File: src/rtl/bfr_pkg.sv
// shared types and constants for the bitmap font text renderer
package bfr_pkg;

	// default glyph geometry, font size and queue depth
	localparam int GLYPH_WIDTH_DEF  = 8;
	localparam int GLYPH_HEIGHT_DEF = 8;
	localparam int GLYPH_COUNT_DEF  = 128;
	localparam int QUEUE_DEPTH_DEF  = 4;

	// field widths
	localparam int ROW_W        = 3;
	localparam int CODE_FIELD_W = 7;
	localparam int IN_DATA_W    = 56;
	localparam int OUT_DATA_W   = 40;
	localparam int CFG_IDX_W    = 2;
	localparam int CFG_DATA_W   = 32;

	// character codes with special meaning
	localparam logic [7:0] NULL_CODE    = 8'd0;
	localparam logic [7:0] NEWLINE_CODE = 8'd10;

	// cursor y limit
	localparam logic [16:0] Y_LIMIT = 17'd65535;

	// request kind
	typedef enum logic {
		OP_LOAD = 1'b0,
		OP_DRAW = 1'b1
	} op_t;

	// configuration register indexes
	typedef enum logic [CFG_IDX_W-1:0] {
		CFG_FRAME_BASE   = 2'd0,
		CFG_LINE_PITCH   = 2'd1,
		CFG_SCREEN_WIDTH = 2'd2
	} cfg_idx_t;

	// configuration register set
	typedef struct packed {
		logic [31:0] frame_base;
		logic [15:0] line_pitch;
		logic [15:0] screen_width;
	} cfg_t;

	// work handed from the front to the back
	typedef struct packed {
		op_t                     op;
		logic [CODE_FIELD_W-1:0] code;
		logic [ROW_W-1:0]        row;
		logic [7:0]              bits;
		logic [15:0]             x;
		logic [15:0]             y;
		logic [7:0]              color;
	} entry_t;

	// back status seen by the top level
	typedef struct packed {
		logic busy;
		logic out_load;
	} bk_status_t;

endpackage

File: src/rtl/bfr_front.sv
// front: accepts requests, keeps the text cursor and queues glyph work
module bfr_front import bfr_pkg::*; #(
	parameter int GLYPH_WIDTH  = GLYPH_WIDTH_DEF,
	parameter int GLYPH_HEIGHT = GLYPH_HEIGHT_DEF,
	parameter int GLYPH_COUNT  = GLYPH_COUNT_DEF
) (
	input  logic                 clk,
	input  logic                 arst_n,
	input  cfg_t                 cfg,
	input  logic                 s_tvalid,
	output logic                 s_tready,
	input  logic [IN_DATA_W-1:0] s_tdata,
	input  logic [0:0]           s_tuser,
	output logic                 push,
	output entry_t               entry,
	input  logic                 full
);

	logic        accept;
	op_t         op;
	logic [7:0]  code;
	logic [2:0]  frow;
	logic [7:0]  fbits;
	logic        start;
	logic [12:0] scol;
	logic [12:0] srow;
	logic [7:0]  color;

	logic [15:0] cur_x_q;
	logic [15:0] cur_y_q;
	logic [15:0] line_x_q;

	logic [15:0] x_start;
	logic [15:0] y_start;
	logic [15:0] ls_start;
	logic [15:0] next_x;
	logic [15:0] next_y;
	logic [16:0] adv_x;

	// saturating move down by one glyph height
	function automatic logic [15:0] step_down(input logic [15:0] y);
		logic [16:0] n;
		n = 17'(y) + 17'(GLYPH_HEIGHT);
		return (n > Y_LIMIT) ? Y_LIMIT[15:0] : n[15:0];
	endfunction

	// request fields
	assign op     = op_t'(s_tuser[0]);
	assign code   = s_tdata[7:0];
	assign frow   = s_tdata[10:8];
	assign fbits  = s_tdata[18:11];
	assign start  = s_tdata[19];
	assign scol   = s_tdata[32:20];
	assign srow   = s_tdata[45:33];
	assign color  = s_tdata[53:46];

	assign s_tready = !full;
	assign accept   = s_tvalid && s_tready;

	// cursor after an optional reload
	assign x_start  = start ? {scol, 3'b000} : cur_x_q;
	assign y_start  = start ? {srow, 3'b000} : cur_y_q;
	assign ls_start = start ? {scol, 3'b000} : line_x_q;
	assign adv_x    = 17'(x_start) + 17'(GLYPH_WIDTH);

	// classify the request and work out the next cursor
	always_comb begin
		next_x = x_start;
		next_y = y_start;
		push   = 1'b0;
		if (op == OP_LOAD) begin
			push = accept && (code < 8'(GLYPH_COUNT)) && ({1'b0, frow} < 4'(GLYPH_HEIGHT));
		end else if (code == NULL_CODE) begin
			next_x = x_start;
		end else if (code == NEWLINE_CODE) begin
			next_x = '0;
			next_y = step_down(y_start);
		end else begin
			push = accept && (code < 8'(GLYPH_COUNT));
			if (adv_x >= {1'b0, cfg.screen_width}) begin
				next_x = ls_start;
				next_y = step_down(y_start);
			end else begin
				next_x = adv_x[15:0];
			end
		end
	end

	// queue entry
	always_comb begin
		entry.op    = op;
		entry.code  = code[CODE_FIELD_W-1:0];
		entry.row   = frow;
		entry.bits  = fbits;
		entry.x     = x_start;
		entry.y     = y_start;
		entry.color = color;
	end

	// cursor registers
	always_ff @(posedge clk or negedge arst_n) begin
		if (!arst_n) begin
			cur_x_q  <= '0;
			cur_y_q  <= '0;
			line_x_q <= '0;
		end else if (accept && op == OP_DRAW) begin
			cur_x_q  <= next_x;
			cur_y_q  <= next_y;
			line_x_q <= ls_start;
		end
	end

endmodule

File: config.mk
export PLATFORM = sky130hd
export DESIGN_NAME = bfr_front
export DESIGN_NICKNAME = d
export VERILOG_FILES = /design/src/rtl/bfr_pkg.sv /design/src/rtl/bfr_front.sv
export SDC_FILE = /design/constraint.sdc
export NUM_CORES = 1
export LEC_CHECK = 0
export ABC_CLOCK_PERIOD_IN_PS = 6300
export BUFFER_PORTS_ARGS = -buffer_cell sky130_fd_sc_hd__clkbuf_2
export CORE_MARGIN = 2
export CORE_UTILIZATION = 52
export CTS_CLUSTER_DIAMETER = 40
export DETAILED_ROUTE_END_ITERATION = 16
export PLACE_DENSITY = 0.89
export SLEW_MARGIN = 20
export SYNTH_ARGS = -nofsm -noshare
export SYNTH_HDL_FRONTEND = slang
export SYNTH_SLANG_ARGS = --single-unit
File: constraint.sdc
create_clock -name clk -period 6.3 [get_ports clk]
set_input_delay 0.63 -clock clk [delete_from_list [all_inputs] [get_ports clk]]
set_output_delay 0.63 -clock clk [all_outputs]
set_load 0.005 [all_outputs]
==> impl_summary.txt <==
----------------------------------------------------
[Cells and area]
  Count of non-filler cells in the finished layout ... 632
  Number of diodes ... 0
  Layout Utilization ... 0.5821
  Layout cell share with drive strength beyond 1 ... 0.2962
  Fillers ... 681
  Nets@finish ... 673
  Area delta synth->final ... 9.849%

[Power and ir drop]
  Power density of the placed cells ... 237.0 nW/µm²
  Total power consumption of the routed design ... 1055 µW
  Leakage power ... 0.002230 µW
  Maximum vdd drop ... 0.1149 mV

[GRT]
  Pin count of the biggest net entering global routing ... 49
  Number of antenna violations at the first check in global routing ... 0
  Total congestion overflow after global routing ... 0
  Aggregate global-route resource usage ... 0.2558
  Number of global-route vias before repair ... 3689
  First-pass GRT wire length ... 17.51 mm

[STA]
  RSZ-0062 raised after global routing ... no
  Final Hold Viols ... 0
  Summed negative setup slack over all endpoints ... 0 ns
  Final Critical Period ... 4.785 ns
  Final worst-path cycle share ... 0.7595
  Max-slew violation total from the final report ... 0
  Relative slew slack ... 0.2438
  Max Freq ... 209.0 MHz
  Least-Margin Pin Slew ... 1.134 ns
  Setup violations, final ... 0
  Worst clock skew ... 0.01449 ns

[Detailed routing]
  Number of design rule violations left after detail routing ... 0
  Vias after detailed routing ... 3755
  Ratio of routed vias to standard cells ... 5.941
  Final ANT Viol Nets ... 0
  Routed Wire Length ... 10.71 mm
  DRT iter0 DRCs ... 158
  Avg WL per Cell ... 16.94 µm
  Number of detailed-route iterations in the first pass ... 5

[Clock network]
  Clk Latency, worst-skew pair ... 0.31 ns
  Clock sink count ... 48
  Register clock-pin slew on the reported worst setup and hold paths ... 0.10 ns
  Hold buffers post-CTS ... 0
  CTS Buf Count ... 5
  Max H-tree Level ... 2
  Clock Root Buffer ... clkbuf_8
  TritonCTS clock tree ... built
  PostCTS Resize Cnt ... 0
  Post-CTS setup buffer count ... 0
  Max Buffers Root-to-Sink ... 2

[Yosys]
  Share of async-settable or async-resettable flops after synthesis ... 1.000
  Share of the yosys chip area belonging to registers ... 0.2964
  Count of state elements after synthesis ... 48
  Summed instance area of the synthesized netlist ... 4053 µm²
  Library cell with the highest instance count after synthesis ... nand2_1
  Number of cells produced by synthesis ... 470
  Post-synthesis cell type with the largest combined area ... dfrtp_1
  Cell types with the largest area share after synthesis ... dfrtp_1, mux2_2, ha_1
  Post-synthesis net count ... 614
  Count of warnings emitted by yosys ... 0
  Most frequent cells after synthesis ... nand2_1, dfrtp_1, a21oi_1, mux2_2, inv_1
  Share of the synthesized area in the top cell type ... 0.2964
  Mean post-synth cell area ... 8.623 µm²
  Count of different cell masters after synthesis ... 68
  Number of synthesized flops with an enable pin ... 0
  Predominant post-synthesis flop cell ... dfrtp_1

[Worst setup path]
  Cell count of the worst reg-to-reg path ... 14
  Arrival time at the worst endpoint ... 5.00 ns
  Setup Crit Path Kind ... in2reg
  Crit path largest cell delay ... 0.77 ns
  Category of cells accounting for the largest share of critical-path delay ... compound AO/OA/AOI/OAI gates
  Startpoint class of the critical path ... primary input
  Cells traversed along the worst timing path ... clkbuf_2 -> mux2_2 -> ha_1 -> o21ai_0 -> nor2_1 -> nand3_1 -> xnor2_1 -> ha_1 -> nand3_1 -> nor3_1 -> a221oi_1 -> nand4_1 -> o21ai_1 -> o21bai_1 -> a22o_1
  WP depth ... 15
  CP Max Fanout ... 24
  Type of element capturing the critical path ... register
  Crit path max-delay cell type ... o21ai_1
  Critical Path RT ... 6.51 ns
  Worst Path Buf+Inv ... 1

[Placed design]
  GP Congestion ... 0.8908
  HPWL Detailed ... 7.996 mm
  Cell Count Post-Placement ... 624
  I/O Buffers ... 97

[Job]
  Number of violations of the max-capacitance limit ... 0

[Floorplan]
  Width of the chip ... 92.28 µm
  DIE AREA ... 8516 µm²
  Initial core utilization ... 0.5299
  Placeable core region ... 7647 µm²
  Chip height ... 92.28 µm
  Boundary pin count ... 186
  Site row count ... 32

[Worst hold path]
  Hold Crit Class ... in2async

[Status]
  Status ... finished, final reports clean

----------------------------------------------------
-- cells in the final DEF (no fill, tap or decap), types with 5 or more instances in the layout --
cell type	instances
clkbuf_2	97
nand2_1	54
dfrtp_1	48
a21oi_1	38
mux2_2	33
inv_1	30
nor2_1	27
ha_1	19
mux2i_1	18
o21ai_0	16
nand3_1	14
o211ai_1	13
nand4_1	11
xnor2_1	9
o21ai_1	7
nor3_1	6
and2_1	6
xor2_1	5
clkbuf_8	5
-- state kept, by name, indices dropped and copies added, names as in the netlist --
| register | count |
|---|---|
| line_x_q | 16 |
| cur_x_q | 16 |
| cur_y_q | 16 |
-- path summary, 6_finish.rpt --
| kind | start | end | slack, ns |
|---|---|---|---|
| min | arst_n | cur_y_q[6] | 0.42 |
| min in group clk | cur_y_q[2] | cur_y_q[2] | 0.47 |
| max reg2reg | cur_x_q[3] | cur_y_q[14] | 2.07 |
| max in group asynchronous | arst_n | cur_x_q[3] | 5.45 |
| min reg2reg | cur_y_q[2] | cur_y_q[2] | 0.47 |
| max | s_tdata[19] | cur_y_q[14] | 1.52 |
-- per-layer routing --
| layer | GRT usage | up-vias | routed length [µm] |
|---|---|---|---|
| met5 | 0 | - | 0 |
| met1 | 0.3314 | 1758 | 4352 |
| li1 | - | 1770 | - |
| met3 | 0.03862 | 13 | 894 |
| met4 | 0.07090 | 0 | 132 |
| met2 | 0.4442 | 214 | 5330 |
-- layout make-up --
cell class / count / area, µm² / share of cell area
multi-input combinational: 343 / 2405 / 0.5402
tap: 102 / 127.6 / 0.02867
clock inverter: 3 / 21.27 / 0.004778
inverter: 30 / 112.6 / 0.02530
clock buffer: 5 / 68.82 / 0.01546
timing repair buffer: 101 / 515.5 / 0.1158
sequential: 48 / 1201 / 0.2698
-- cells by family (layout without fill, tap and decap cells) --
kind of cell,Yosys count,after routing,synth area share
flops,48,48,0.2964
buf+inv,79,139,0.1108
fa+ha+maj,19,19,0.05866
mux,52,52,0.1399
compound gates,108,108,0.1751
simple gates,150,150,0.1890
xor+xnor,14,14,0.03026
-- through the flow --
| step | hold slack, ns | area [µm²] | worst slack [ns] |
|---|---|---|---|
| 2_1_floorplan | 0.3344 | 4053 | 1.641 |
| 3_3_place_gp | 0.4450 | 4359 | 1.536 |
| 3_5_place_dp | 0.4515 | 4359 | 1.367 |
| 6_report | 0.4229 | 4452 | 1.515 |
| 5_1_grt | 0.4624 | 4452 | 1.400 |
| 4_1_cts | 0.4320 | 4449 | 1.697 |
-- report_power, final --
| group | switching [µW] | internal (µW) | total, µW |
|---|---|---|---|
| combinational | 255 | 191 | 446 |
| clock | 114 | 79.0 | 193 |
| sequential | 45.6 | 370 | 416 |
| total | 415 | 640 | 1060 |
Power figures use the tool's default switching activity.
