<file path="src/rtl/bfr_pkg.sv">
// shared types and constants for the bitmap font text renderer
package bfr_pkg;

	// default glyph geometry, font size and queue depth
	localparam int GLYPH_WIDTH_DEF  = 8;
	localparam int GLYPH_HEIGHT_DEF = 8;
	localparam int GLYPH_COUNT_DEF  = 128;
	localparam int QUEUE_DEPTH_DEF  = 4;

	// field widths
	localparam int ROW_W        = 3;
	localparam int CODE_FIELD_W = 7;
	localparam int IN_DATA_W    = 56;
	localparam int OUT_DATA_W   = 40;
	localparam int CFG_IDX_W    = 2;
	localparam int CFG_DATA_W   = 32;

	// character codes with special meaning
	localparam logic [7:0] NULL_CODE    = 8'd0;
	localparam logic [7:0] NEWLINE_CODE = 8'd10;

	// cursor y limit
	localparam logic [16:0] Y_LIMIT = 17'd65535;

	// request kind
	typedef enum logic {
		OP_LOAD = 1'b0,
		OP_DRAW = 1'b1
	} op_t;

	// configuration register indexes
	typedef enum logic [CFG_IDX_W-1:0] {
		CFG_FRAME_BASE   = 2'd0,
		CFG_LINE_PITCH   = 2'd1,
		CFG_SCREEN_WIDTH = 2'd2
	} cfg_idx_t;

	// configuration register set
	typedef struct packed {
		logic [31:0] frame_base;
		logic [15:0] line_pitch;
		logic [15:0] screen_width;
	} cfg_t;

	// work handed from the front to the back
	typedef struct packed {
		op_t                     op;
		logic [CODE_FIELD_W-1:0] code;
		logic [ROW_W-1:0]        row;
		logic [7:0]              bits;
		logic [15:0]             x;
		logic [15:0]             y;
		logic [7:0]              color;
	} entry_t;

	// back status seen by the top level
	typedef struct packed {
		logic busy;
		logic out_load;
	} bk_status_t;

endpackage

</file>
<file path="src/rtl/bfr_queue.sv">
// short fifo of work entries between the front and the back
module bfr_queue import bfr_pkg::*; #(
	parameter int DEPTH = QUEUE_DEPTH_DEF
) (
	input  logic   clk,
	input  logic   arst_n,
	input  logic   push,
	input  entry_t wr_entry,
	output logic   full,
	output logic   valid,
	output entry_t rd_entry,
	input  logic   pop
);

	localparam int PTR_W = (DEPTH > 1) ? $clog2(DEPTH) : 1;
	localparam int CNT_W = $clog2(DEPTH + 1);

	entry_t             mem_q [DEPTH];
	logic [PTR_W-1:0]   wr_ptr_q;
	logic [PTR_W-1:0]   rd_ptr_q;
	logic [CNT_W-1:0]   cnt_q;

	assign full     = (cnt_q == CNT_W'(DEPTH));
	assign valid    = (cnt_q != '0);
	assign rd_entry = mem_q[rd_ptr_q];

	// entry storage
	always_ff @(posedge clk) begin
		if (push) begin
			mem_q[wr_ptr_q] <= wr_entry;
		end
	end

	// pointers and fill count
	always_ff @(posedge clk or negedge arst_n) begin
		if (!arst_n) begin
			wr_ptr_q <= '0;
			rd_ptr_q <= '0;
			cnt_q    <= '0;
		end else begin
			if (push) begin
				wr_ptr_q <= (wr_ptr_q == PTR_W'(DEPTH - 1)) ? '0 : wr_ptr_q + 1'b1;
			end
			if (pop) begin
				rd_ptr_q <= (rd_ptr_q == PTR_W'(DEPTH - 1)) ? '0 : rd_ptr_q + 1'b1;
			end
			if (push && !pop) begin
				cnt_q <= cnt_q + 1'b1;
			end else if (pop && !push) begin
				cnt_q <= cnt_q - 1'b1;
			end
		end
	end

endmodule

</file>
<file path="config.mk">
export PLATFORM = sky130hd
export DESIGN_NAME = bfr_queue
export DESIGN_NICKNAME = d
export VERILOG_FILES = /design/src/rtl/bfr_pkg.sv /design/src/rtl/bfr_queue.sv
export SDC_FILE = /design/constraint.sdc
export NUM_CORES = 1
export LEC_CHECK = 0
export BUFFER_PORTS_ARGS = -buffer_cell sky130_fd_sc_hd__clkbuf_2
export CAP_MARGIN = 20
export CORE_UTILIZATION = 30
export CTS_BUF_LIST = sky130_fd_sc_hd__clkbuf_16
export DETAILED_ROUTE_END_ITERATION = 10
export GPL_ROUTABILITY_DRIVEN = 0
export PLACE_DENSITY = 0.47
export SLEW_MARGIN = 20
export SYNTH_ARGS = -nofsm -noshare
export SYNTH_HDL_FRONTEND = slang
export SYNTH_SLANG_ARGS = --single-unit
</file>
<file path="constraint.sdc">
create_clock -name clk -period 2.45 [get_ports clk]
set_input_delay 0.1225 -clock clk [delete_from_list [all_inputs] [get_ports clk]]
set_output_delay 0.1225 -clock clk [all_outputs]
set_load 0.005 [all_outputs]
</file>
==> reports/metrics.yaml, run 1 <==
status:
  status: "finished, final reports clean"
clock_tree:
  clkSinkCount: 243
  cts_max_path_buffers: 3
  cts_tree: "built"
  cts_root_buf: "clkbuf_16"
  cts_buffers: 26
  ctsResizeCount: 0
  clkTransAtPathRegs_ps: 60
  htreeDepth: 1
  insertion_delay_ps: 510
cells_and_area:
  final_area_sq_um: 11670
  area_delta_synth_final_pct: 29.66
  drive_above_1_share_pct: 42.25
  fill_cells: 2681
  multi_input_comb_area_sq_um: 1565
  fin_util_pct: 39.47
  finalNonFillerCells: 979
  final_nets: 638
  regArea_sq_um: 7269
grt:
  use_met1_pct: 16.68
  grt_max_degree: 39
  grt_use_met3_pct: 3.786
  grtUsageTotal_pct: 12.30
  busiest_layer: "met2"
  use_met2_pct: 19.48
  antenna_found_initial: 3
  grt_pass1_wl_mm: 28.24
  grt_pass1_vias: 4684
  grt_overflow: 0
sta:
  setup_viol: 0
  hold_viol: 0
  rsz0062_at_grt: "no"
  fin_tns_setup_ps: 0
  slew_violations: 0
  tightest_slew_ps: 625.9
  post-route-min-period_ps: 2301
  slew_headroom_pct: 58.27
  finalCritPeriodShare_pct: 93.93
  clock.fmax_mhz: 434.6
  fin_skew_ps: 4.718
pwr:
  powerDensity_nw_per_um2: 1106
  p_leak_nw: 4.087
  finalPower_w: 0.01290
  ir_drop_uv: 532.1
critical_path:
  timing.rr.end: "mem_q[2][9]$_DFFE_PP_"
  cp-start-kind: "flip-flop"
  r2r_start: "wr_ptr_q[0]$_DFFE_PN0P_"
  cp_data_required_time_ps: 2330
  r2r_cells: 4
  crit_type: "flip-flop to output port"
  ff2ff_setup_slack_ps: 700
  critPathMaxFanout: 38
  cp.arrival_ps: 2180
  cp-end-kind: "output port"
detailed_routing:
  vias: 4326
  wl_mm: 18.62
  drtIter0Drc: 206
  ant_nets: 0
  drtPass1Iterations: 4
  drc: 0
  wl_per_cell_um: 19.02
  vias_per_cell: 4.419
placed_design:
  dpl.hpwl_mm: 11.46
  dp.cells: 860
  port_buffers: 123
  post_dp_cell_area_sq_um: 10140
floorplan:
  fp.dieH_um: 175.2
  die_w_um: 175.2
  start_util_pct: 30.44
  dieArea_sq_um: 30690
  pin_count: 124
  core_area_sq_um: 29560
  fp-row-count: 63
synthesis:
  async_flop_share_pct: 2.881
  synth_cell_types: 20
  syn_inst: 346
  ys_seq_area_share_pct: 80.71
  netlist_area_sq_um: 8997
  ys_ff_latch: 243
  synth_nets: 416
  synth_flop_cell: "edfxtp_1"
  synth_edf_count: 236
  avgSynthCellArea_sq_um: 26.00
  ys.warnings.count: 0
min_path:
  min_delay_path_depth: 2
  hold_path_class: "primary input to flip-flop"
  hold_start: "wr_entry[8]"
  hold_path_end: "mem_q[0][8]$_DFFE_PP_"
run:
  drv_cap: 0
-- sequential cells by signal (all words and copies together) (netlist names) --
register  flops
cnt_q         3
mem_q       236
rd_ptr_q      2
wr_ptr_q      2
-- kinds of logic (layout without fill, tap and decap cells) --
| logic type | after synthesis | after routing | share of synthesized area, % |
|---|---|---|---|
| fa+ha+maj | 7 | 7 | 1.057 |
| mux | 62 | 62 | 15.19 |
| xor+xnor | 3 | 3 | 0.2921 |
| compound gates | 2 | 2 | 0.1113 |
| flops | 243 | 243 | 80.71 |
| simple gates | 11 | 11 | 0.6397 |
| other cells | 0 | 2 | 0 |
| buf+inv | 18 | 259 | 2.002 |
-- cell type report --
cell class	count	area share [%]
Sequential cell	243	62.31
Multi-Input combinational cell	85	13.42
Timing Repair Buffer	208	12.85
Clock buffer	27	5.792
Tap cell	390	4.183
Clock inverter	20	1.276
Inverter	4	0.1287
Antenna cell	2	0.04290
-- critical path, cell delays in order, from the launching register on --
cell and delay [ps]:
dfrtp_4 840, buf_4 330, mux4_2 360, clkbuf_2 130
-- layout by cell type, fill, tap and decap left out, types with 6 or more instances in the layout --
| cell type | Yosys | routed |
|---|---|---|
| buf_12 | 6 | 7 |
| dlygate4sd3_1 | 0 | 63 |
| clkbuf_16 | 0 | 27 |
| clkbuf_2 | 0 | 123 |
| mux4_2 | 58 | 58 |
| buf_4 | 0 | 15 |
| ha_1 | 6 | 6 |
| inv_1 | 4 | 10 |
| edfxtp_1 | 236 | 236 |
-- cell usage after synthesis (all sizes together), types with 2 or more instances --
library cell	count	area, sq um
and2	4	25.02
dfrtp	7	175.2
edfxtp	236	7087
ha	6	75.07
nand2	2	7.510
mux4	59	1333
nor2	3	11.26
mux2	3	33.78
o21ai	2	10.01
inv	4	15.01
buf	13	161.4
xor2	2	17.52
-- through the flow --
stage / hold slack (ps) / worst slack, ps
after floorplan: -173.1 / 9.754
after global placement: -4.175 / 586.3
after detailed placement: -7.387 / 583.2
after CTS: 341.6 / 21.21
after global routing: 355.4 / 18.57
final: 369.2 / 148.8
-- power by group --
part	total [W]	internal, W	switching [W]
logic	0.00350	0.00186	0.00164
clock network	0.00373	0.00220	0.00152
registers	0.00568	0.00534	0.000338
-- timing repair --
action	in CTS	in global routing
hold buffers	63	0
endpoints found under the hold margin	247	0
buffers inserted	0	7
endpoints found under the setup margin	0	10
-- how the worst max path moves through the flow --
stage	cells after the start	endpoint	slack, ps	startpoint
detailed placement	3	rd_entry[33]	580	rd_ptr_q[0]$_DFFE_PN0P_
global route	3	rd_entry[43]	20	rd_ptr_q[1]$_DFFE_PN0P_
finish	3	rd_entry[43]	150	rd_ptr_q[1]$_DFFE_PN0P_
CTS	3	rd_entry[33]	20	rd_ptr_q[0]$_DFFE_PN0P_
global placement	3	rd_entry[41]	590	rd_ptr_q[0]$_DFFE_PN0P_
floorplan	3	mem_q[2][0]$_DFFE_PP_	10	wr_ptr_q[0]$_DFFE_PN0P_
-- per-layer routing --
layer | vias up | wire length (um)
li1 | 1924 | -
met4 | 2 | 298
met5 | - | 17
met2 | 102 | 8588
met3 | 27 | 1223
met1 | 2271 | 8492
Note: power is estimated with default switching activity, not from simulation.
==> run 2, diff against run 1 <==
RECOVER_POWER = 100   (was not set)
SLEW_MARGIN = not set   (was 20)
==> run 2 against run 1 <==
Sequential cell count is the same. Register-to-register slack lost 450 ps. Total power shrank 1.5%. Critical endpoint unchanged. Largest power group unchanged. Non-clock buffer count is the same.
==> reports/metrics.yaml, run 2 (synthesis results as in run 1) <==
pwr:
  p_leak_nw: 3.779
  ir_drop_uv: 526.3
  powerDensity_nw_per_um2: 1106
run:
  drv_cap: 0
sta:
  finalCritPeriodShare_pct: 93.70
  slew_headroom_pct: 36.70
  tightest_slew_ps: 949.5
  fin_skew_ps: 6.272
  hold_viol: 0
  post-route-min-period_ps: 2296
  setup_viol: 0
  clock.fmax_mhz: 435.6
  whs_ps: 405.4
  fin_tns_setup_ps: 0
  rsz0062_at_grt: "no"
  slew_violations: 0
cells_and_area:
  reg_top3: "mem_q x236, cnt_q x3"
  final_area_sq_um: 11490
  fill_cells: 2716
  final_cell_mix: "edfxtp_1, clkbuf_1, dlygate4sd3_1, mux4_2, clkbuf_2"
  final_common_cell: "edfxtp_1"
  area_delta_synth_final_pct: 27.71
  regMostFlops: "mem_q"
  multi_input_comb_area_sq_um: 1560
  largest_reg_flops: 236
  regArea_sq_um: 7269
  drive_above_1_share_pct: 25.72
  final_nets: 638
floorplan:
  fp-row-count: 63
  start_util_pct: 30.44
  die_w_um: 175.2
  dieArea_sq_um: 30690
  fp.dieH_um: 175.2
  pin_count: 124
  core_area_sq_um: 29560
grt:
  grt_pass1_vias: 4684
  grt_max_degree: 39
  antenna_found_initial: 3
  grt_overflow: 0
  grtUsageTotal_pct: 12.30
  grt_pass1_wl_mm: 28.24
clock_tree:
  clkTransAtPathRegs_ps: 60
  cts_tree: "built"
  ctsResizeCount: 0
  insertion_delay_ps: 510
  cts_root_buf: "clkbuf_16"
  htreeDepth: 1
  clkSinkCount: 243
  cts_buffers: 26
  cts_max_path_buffers: 3
placed_design:
  post_dp_cell_area_sq_um: 10140
  port_buffers: 123
  dpl.hpwl_mm: 11.46
critical_path:
  cpLargestDelayFamily: "flip-flops"
  critical-path-slowest-cell: "dfrtp_4"
  cp_num_buf_inv: 2
  cp-start-kind: "flip-flop"
  max_stage_delay_ps: 840
  cp-end-kind: "output port"
  critPathMaxFanout: 38
  cp.arrival_ps: 2170
  cp_data_required_time_ps: 2330
  crit_type: "flip-flop to output port"
  worstPathCellList: "buf_4 > mux4_2 > clkbuf_2"
detailed_routing:
  drtIter0Drc: 206
  vias: 4306
  ant_nets: 0
  wl_per_cell_um: 19.02
  drc: 0
  drtPass1Iterations: 4
  wl_mm: 18.62
  vias_per_cell: 4.398
min_path:
  hold_path_class: "primary input to flip-flop"
status:
  status: "finished, final reports clean"
-- run 2: changes by cell type in the layout (fill, tap and decap cells not counted), moves of 3 or more --
| cell | change |
|---|---|
| and2_2 | +4 |
| and2_4 | -4 |
| buf_12 | -3 |
| buf_4 | -5 |
| clkbuf_1 | +97 |
| clkbuf_2 | -92 |
-- run 2: path summary, 6_finish.rpt --
path,slack (ps),cells after the start,from,end
max reg2reg,250,4,wr_ptr_q[0]$_DFFE_PN0P_,mem_q[0][36]$_DFFE_PP_
min reg2reg,490,1,cnt_q[2]$_DFFE_PN0P_,cnt_q[2]$_DFFE_PN0P_
max,150,3,rd_ptr_q[1]$_DFFE_PN0P_,rd_entry[43]
max in group asynchronous,1450,3,arst_n,rd_ptr_q[1]$_DFFE_PN0P_
min in group asynchronous,670,3,arst_n,rd_ptr_q[0]$_DFFE_PN0P_
min,410,2,wr_entry[9],mem_q[2][9]$_DFFE_PP_
-- run 2: worst register-to-register path, stage by stage (launching register included) --
cell and delay (ps):
dfrtp_1 420, inv_1 120, ha_1 170, and2_2 560, clkbuf_4 570
-- run 2: per-stage QoR --
stage | std cells | utilization [%] | setup WS, ps | power (W)
global placement | 860 | 34.31 | 586.3 | 0.009183
detailed placement | 860 | 34.31 | 583.2 | 0.009236
floorplan | 346 | - | 9.754 | 0.007798
CTS | 970 | 39.23 | 21.21 | 0.01310
global route | 979 | 38.87 | 16.80 | 0.01340
finish | 979 | 38.87 | 154.4 | 0.01271
-- run 2: area by class of cell --
| cell class | count | share of cell area (%) |
|---|---|---|
| inverter | 4 | 0.1307 |
| clock inverter | 20 | 1.296 |
| antenna | 2 | 0.04355 |
| clock buffer | 27 | 5.880 |
| sequential | 243 | 63.26 |
| timing repair buffer | 208 | 11.56 |
| tap | 390 | 4.247 |
| multi-input combinational | 85 | 13.58 |
-- run 2: where the power goes --
| part | leakage [nW] | internal, W | total, W | switching (W) |
|---|---|---|---|---|
| registers | 2.25 | 0.00534 | 0.00568 | 0.000334 |
| logic | 1.10 | 0.00167 | 0.00331 | 0.00164 |
| clock network | 0.427 | 0.00220 | 0.00373 | 0.00153 |
-- run 2: repair_timing --
item / CTS / global route
hold buffers: 63 / 0
buffers inserted: 0 / 7
endpoints found under the setup margin: 0 / 10
endpoints found under the hold margin: 247 / 0
-- run 2: layer usage --
layer | up-vias | GRT usage, % | part of all wire (%)
li1 | 1921 | - | -
met1 | 2250 | 16.68 | 45
met2 | 106 | 19.48 | 46
met3 | 27 | 3.786 | 6.6
met4 | 2 | 2.572 | 1.6
met5 | - | 0 | 0.091
==> run 3, diff against run 2 <==
==> constraint.sdc (replaced) <==
create_clock -name clk -period 2.45 [get_ports clk]
set_input_delay 0.49 -clock clk [delete_from_list [all_inputs] [get_ports clk]]
set_output_delay 0.49 -clock clk [all_outputs]
set_load 0.005 [all_outputs]
==> run 3 against run 2 <==
Total power increased by 3.0%. Wire length decreased by 6.4%. Combinational power increased by 2%. Count of clock-buffer cells in the layout unchanged. Final cell count decreased by 7.0%. First-iteration DRC count decreased by 2.9%. Critical endpoint is now rd_entry[48].
==> reports/metrics.yaml, run 3 (synthesis results as in run 1) <==
floorplan:
  fp-row-count: 63
  core_area_sq_um: 29560
  dieArea_sq_um: 30690
  start_util_pct: 30.44
  die_w_um: 175.2
  fp.dieH_um: 175.2
  pin_count: 124
min_path:
  hold_path_class: "primary input to flip-flop"
grt:
  grt_max_degree: 62
  antenna_found_initial: 1
  grt_pass1_wl_mm: 26.25
  grtUsageTotal_pct: 11.45
  grt_pass1_vias: 4492
  grt_overflow: 0
clock_tree:
  clkSinkCount: 243
  cts_tree: "built"
  cts_buffers: 27
  clkTransAtPathRegs_ps: 60
  htreeDepth: 1
  cts_max_path_buffers: 3
  insertion_delay_ps: 530
  cts_root_buf: "clkbuf_16"
sta:
  fin_skew_ps: 8.332
  clock.fmax_mhz: 416.5
  timing.final.ws_setup_ps: 48.79
  slew_headroom_pct: 22.82
  tightest_slew_ps: 1158
  rsz0062_at_grt: "yes"
  whs_ps: 223.7
  slew_violations: 0
  post-route-min-period_ps: 2401
  setup_viol: 0
  finalCritPeriodShare_pct: 98.01
  hold_viol: 0
detailed_routing:
  wl_mm: 17.42
  drc: 0
  ant_nets: 0
  vias: 4031
  vias_per_cell: 4.430
  drtIter0Drc: 200
  drtPass1Iterations: 4
  wl_per_cell_um: 19.14
cells_and_area:
  regArea_sq_um: 7269
  regMostFlops: "mem_q"
  reg_top3: "mem_q x236, cnt_q x3"
  final_common_cell: "edfxtp_1"
  area_delta_synth_final_pct: 22.11
  multi_input_comb_area_sq_um: 1553
  drive_above_1_share_pct: 34.68
  finalNonFillerCells: 910
  largest_reg_flops: 236
  fill_cells: 2779
  final_cell_mix: "edfxtp_1, clkbuf_1, clkbuf_2, mux4_2, clkbuf_16"
  final_nets: 569
critical_path:
  cpLargestDelayFamily: "multiplexers"
  cp-start-kind: "flip-flop"
  critPathMaxFanout: 20
  crit_type: "flip-flop to output port"
  cp-end-kind: "output port"
  max_stage_delay_ps: 550
  cp_num_buf_inv: 2
  worstPathCellList: "buf_12 > mux4_2 > clkbuf_2"
  cp.arrival_ps: 1910
  critical-path-slowest-cell: "mux4_2"
  cp_data_required_time_ps: 1960
pwr:
  finalPower_w: 0.01309
  power.switching_w: 0.003428
  swShare_pct: 26.19
  powerDensity_nw_per_um2: 1191
  pwr-share-comb_pct: 25.7
  internal_power_w: 0.009660
  seqPwrFrac_pct: 42.3
  ir_drop_uv: 648.3
  p_leak_nw: 3.631
  clockPowerShare_pct: 32.0
placed_design:
  port_buffers: 123
  dp.cells: 857
  pre_cts_ws_ps: 413.1
  dpl.hpwl_mm: 10.20
status:
  status: "finished, final reports clean"
run:
  drv_cap: 0
[run 3: changes by cell type in the layout (fill, tap and decap cells not counted), moves of 2 or more]
| cell | change |
|---|---|
| inv_1 | -3 |
| and2_1 | +3 |
| clkbuf_1 | -35 |
| and2_2 | -3 |
| buf_4 | -7 |
| clkbuf_4 | +2 |
| bufinv_16 | +4 |
| clkbuf_2 | +31 |
| dlygate4sd3_1 | -62 |
[run 3: power groups by stage]
stage	clock network, W	registers (W)	logic [W]
finish	0.00419	0.00553	0.00336
global route	0.00445	0.00560	0.00371
CTS	0.00431	0.00554	0.00359
detailed placement	0	0.00566	0.00350
global placement	0	0.00561	0.00349
floorplan	0	0.00557	0.00223
[run 3: worst register-to-register path: cells and delay by family (launching register included)]
family | cells | cell delay [ps]
adder cells (fa/ha/maj) | 1 | 140
flip-flops | 1 | 390
AND/OR/NAND/NOR | 1 | 880
buffers and inverters | 2 | 580
[run 3: worst paths after layout]
check,start,end,slack [ps],cells past startpoint
worst max register to register,wr_ptr_q[1]$_DFFE_PN0P_,mem_q[1][30]$_DFFE_PP_,150,4
max in group asynchronous,arst_n,rd_ptr_q[0]$_DFFE_PN0P_,1650,2
min in group asynchronous,arst_n,rd_ptr_q[1]$_DFFE_PN0P_,430,2
worst min-delay path,wr_entry[9],mem_q[0][9]$_DFFE_PP_,220,1
worst min register to register,cnt_q[2]$_DFFE_PN0P_,cnt_q[2]$_DFFE_PN0P_,510,1
worst max-delay path,rd_ptr_q[0]$_DFFE_PN0P_,rd_entry[48],50,3
[run 3: metrics by stage]
stage | utilization, % | cell area [sq um] | TNS [ps]
floorplan | - | 8997 | 0
global placement | 34.32 | 10140 | 0
detailed placement | 34.32 | 10140 | 0
CTS | 37.55 | 11100 | -182.3
global route | 37.16 | 10980 | -2980
finish | 37.17 | 10990 | 0
[run 3: final cells by class]
class / count / area share, %
Sequential cell: 243 / 66.17
Clock buffer: 27 / 6.150
Antenna cell: 1 / 0.02278
Clock inverter: 22 / 2.357
Multi-Input combinational cell: 85 / 14.13
Timing Repair Buffer: 138 / 6.594
Tap cell: 390 / 4.441
Inverter: 4 / 0.1367
[run 3: what timing repair did]
item / CTS / global route
endpoints found under the setup margin: 52 / 49
gates resized for setup: 1 / 0
hold endpoints to repair: 7 / 0
cloned: 0 / 0
setup buffers: 2 / 0
hold buffers: 1 / 0
[run 3: per-layer routing]
metal / part of all wire, % / wire length [um] / global-route usage (%)
met4: 3.0 / 516 / 3.442
met3: 5.6 / 982 / 3.046
met2: 48 / 8386 / 19.15
met5: 0 / 0 / 0
met1: 43 / 7536 / 14.54
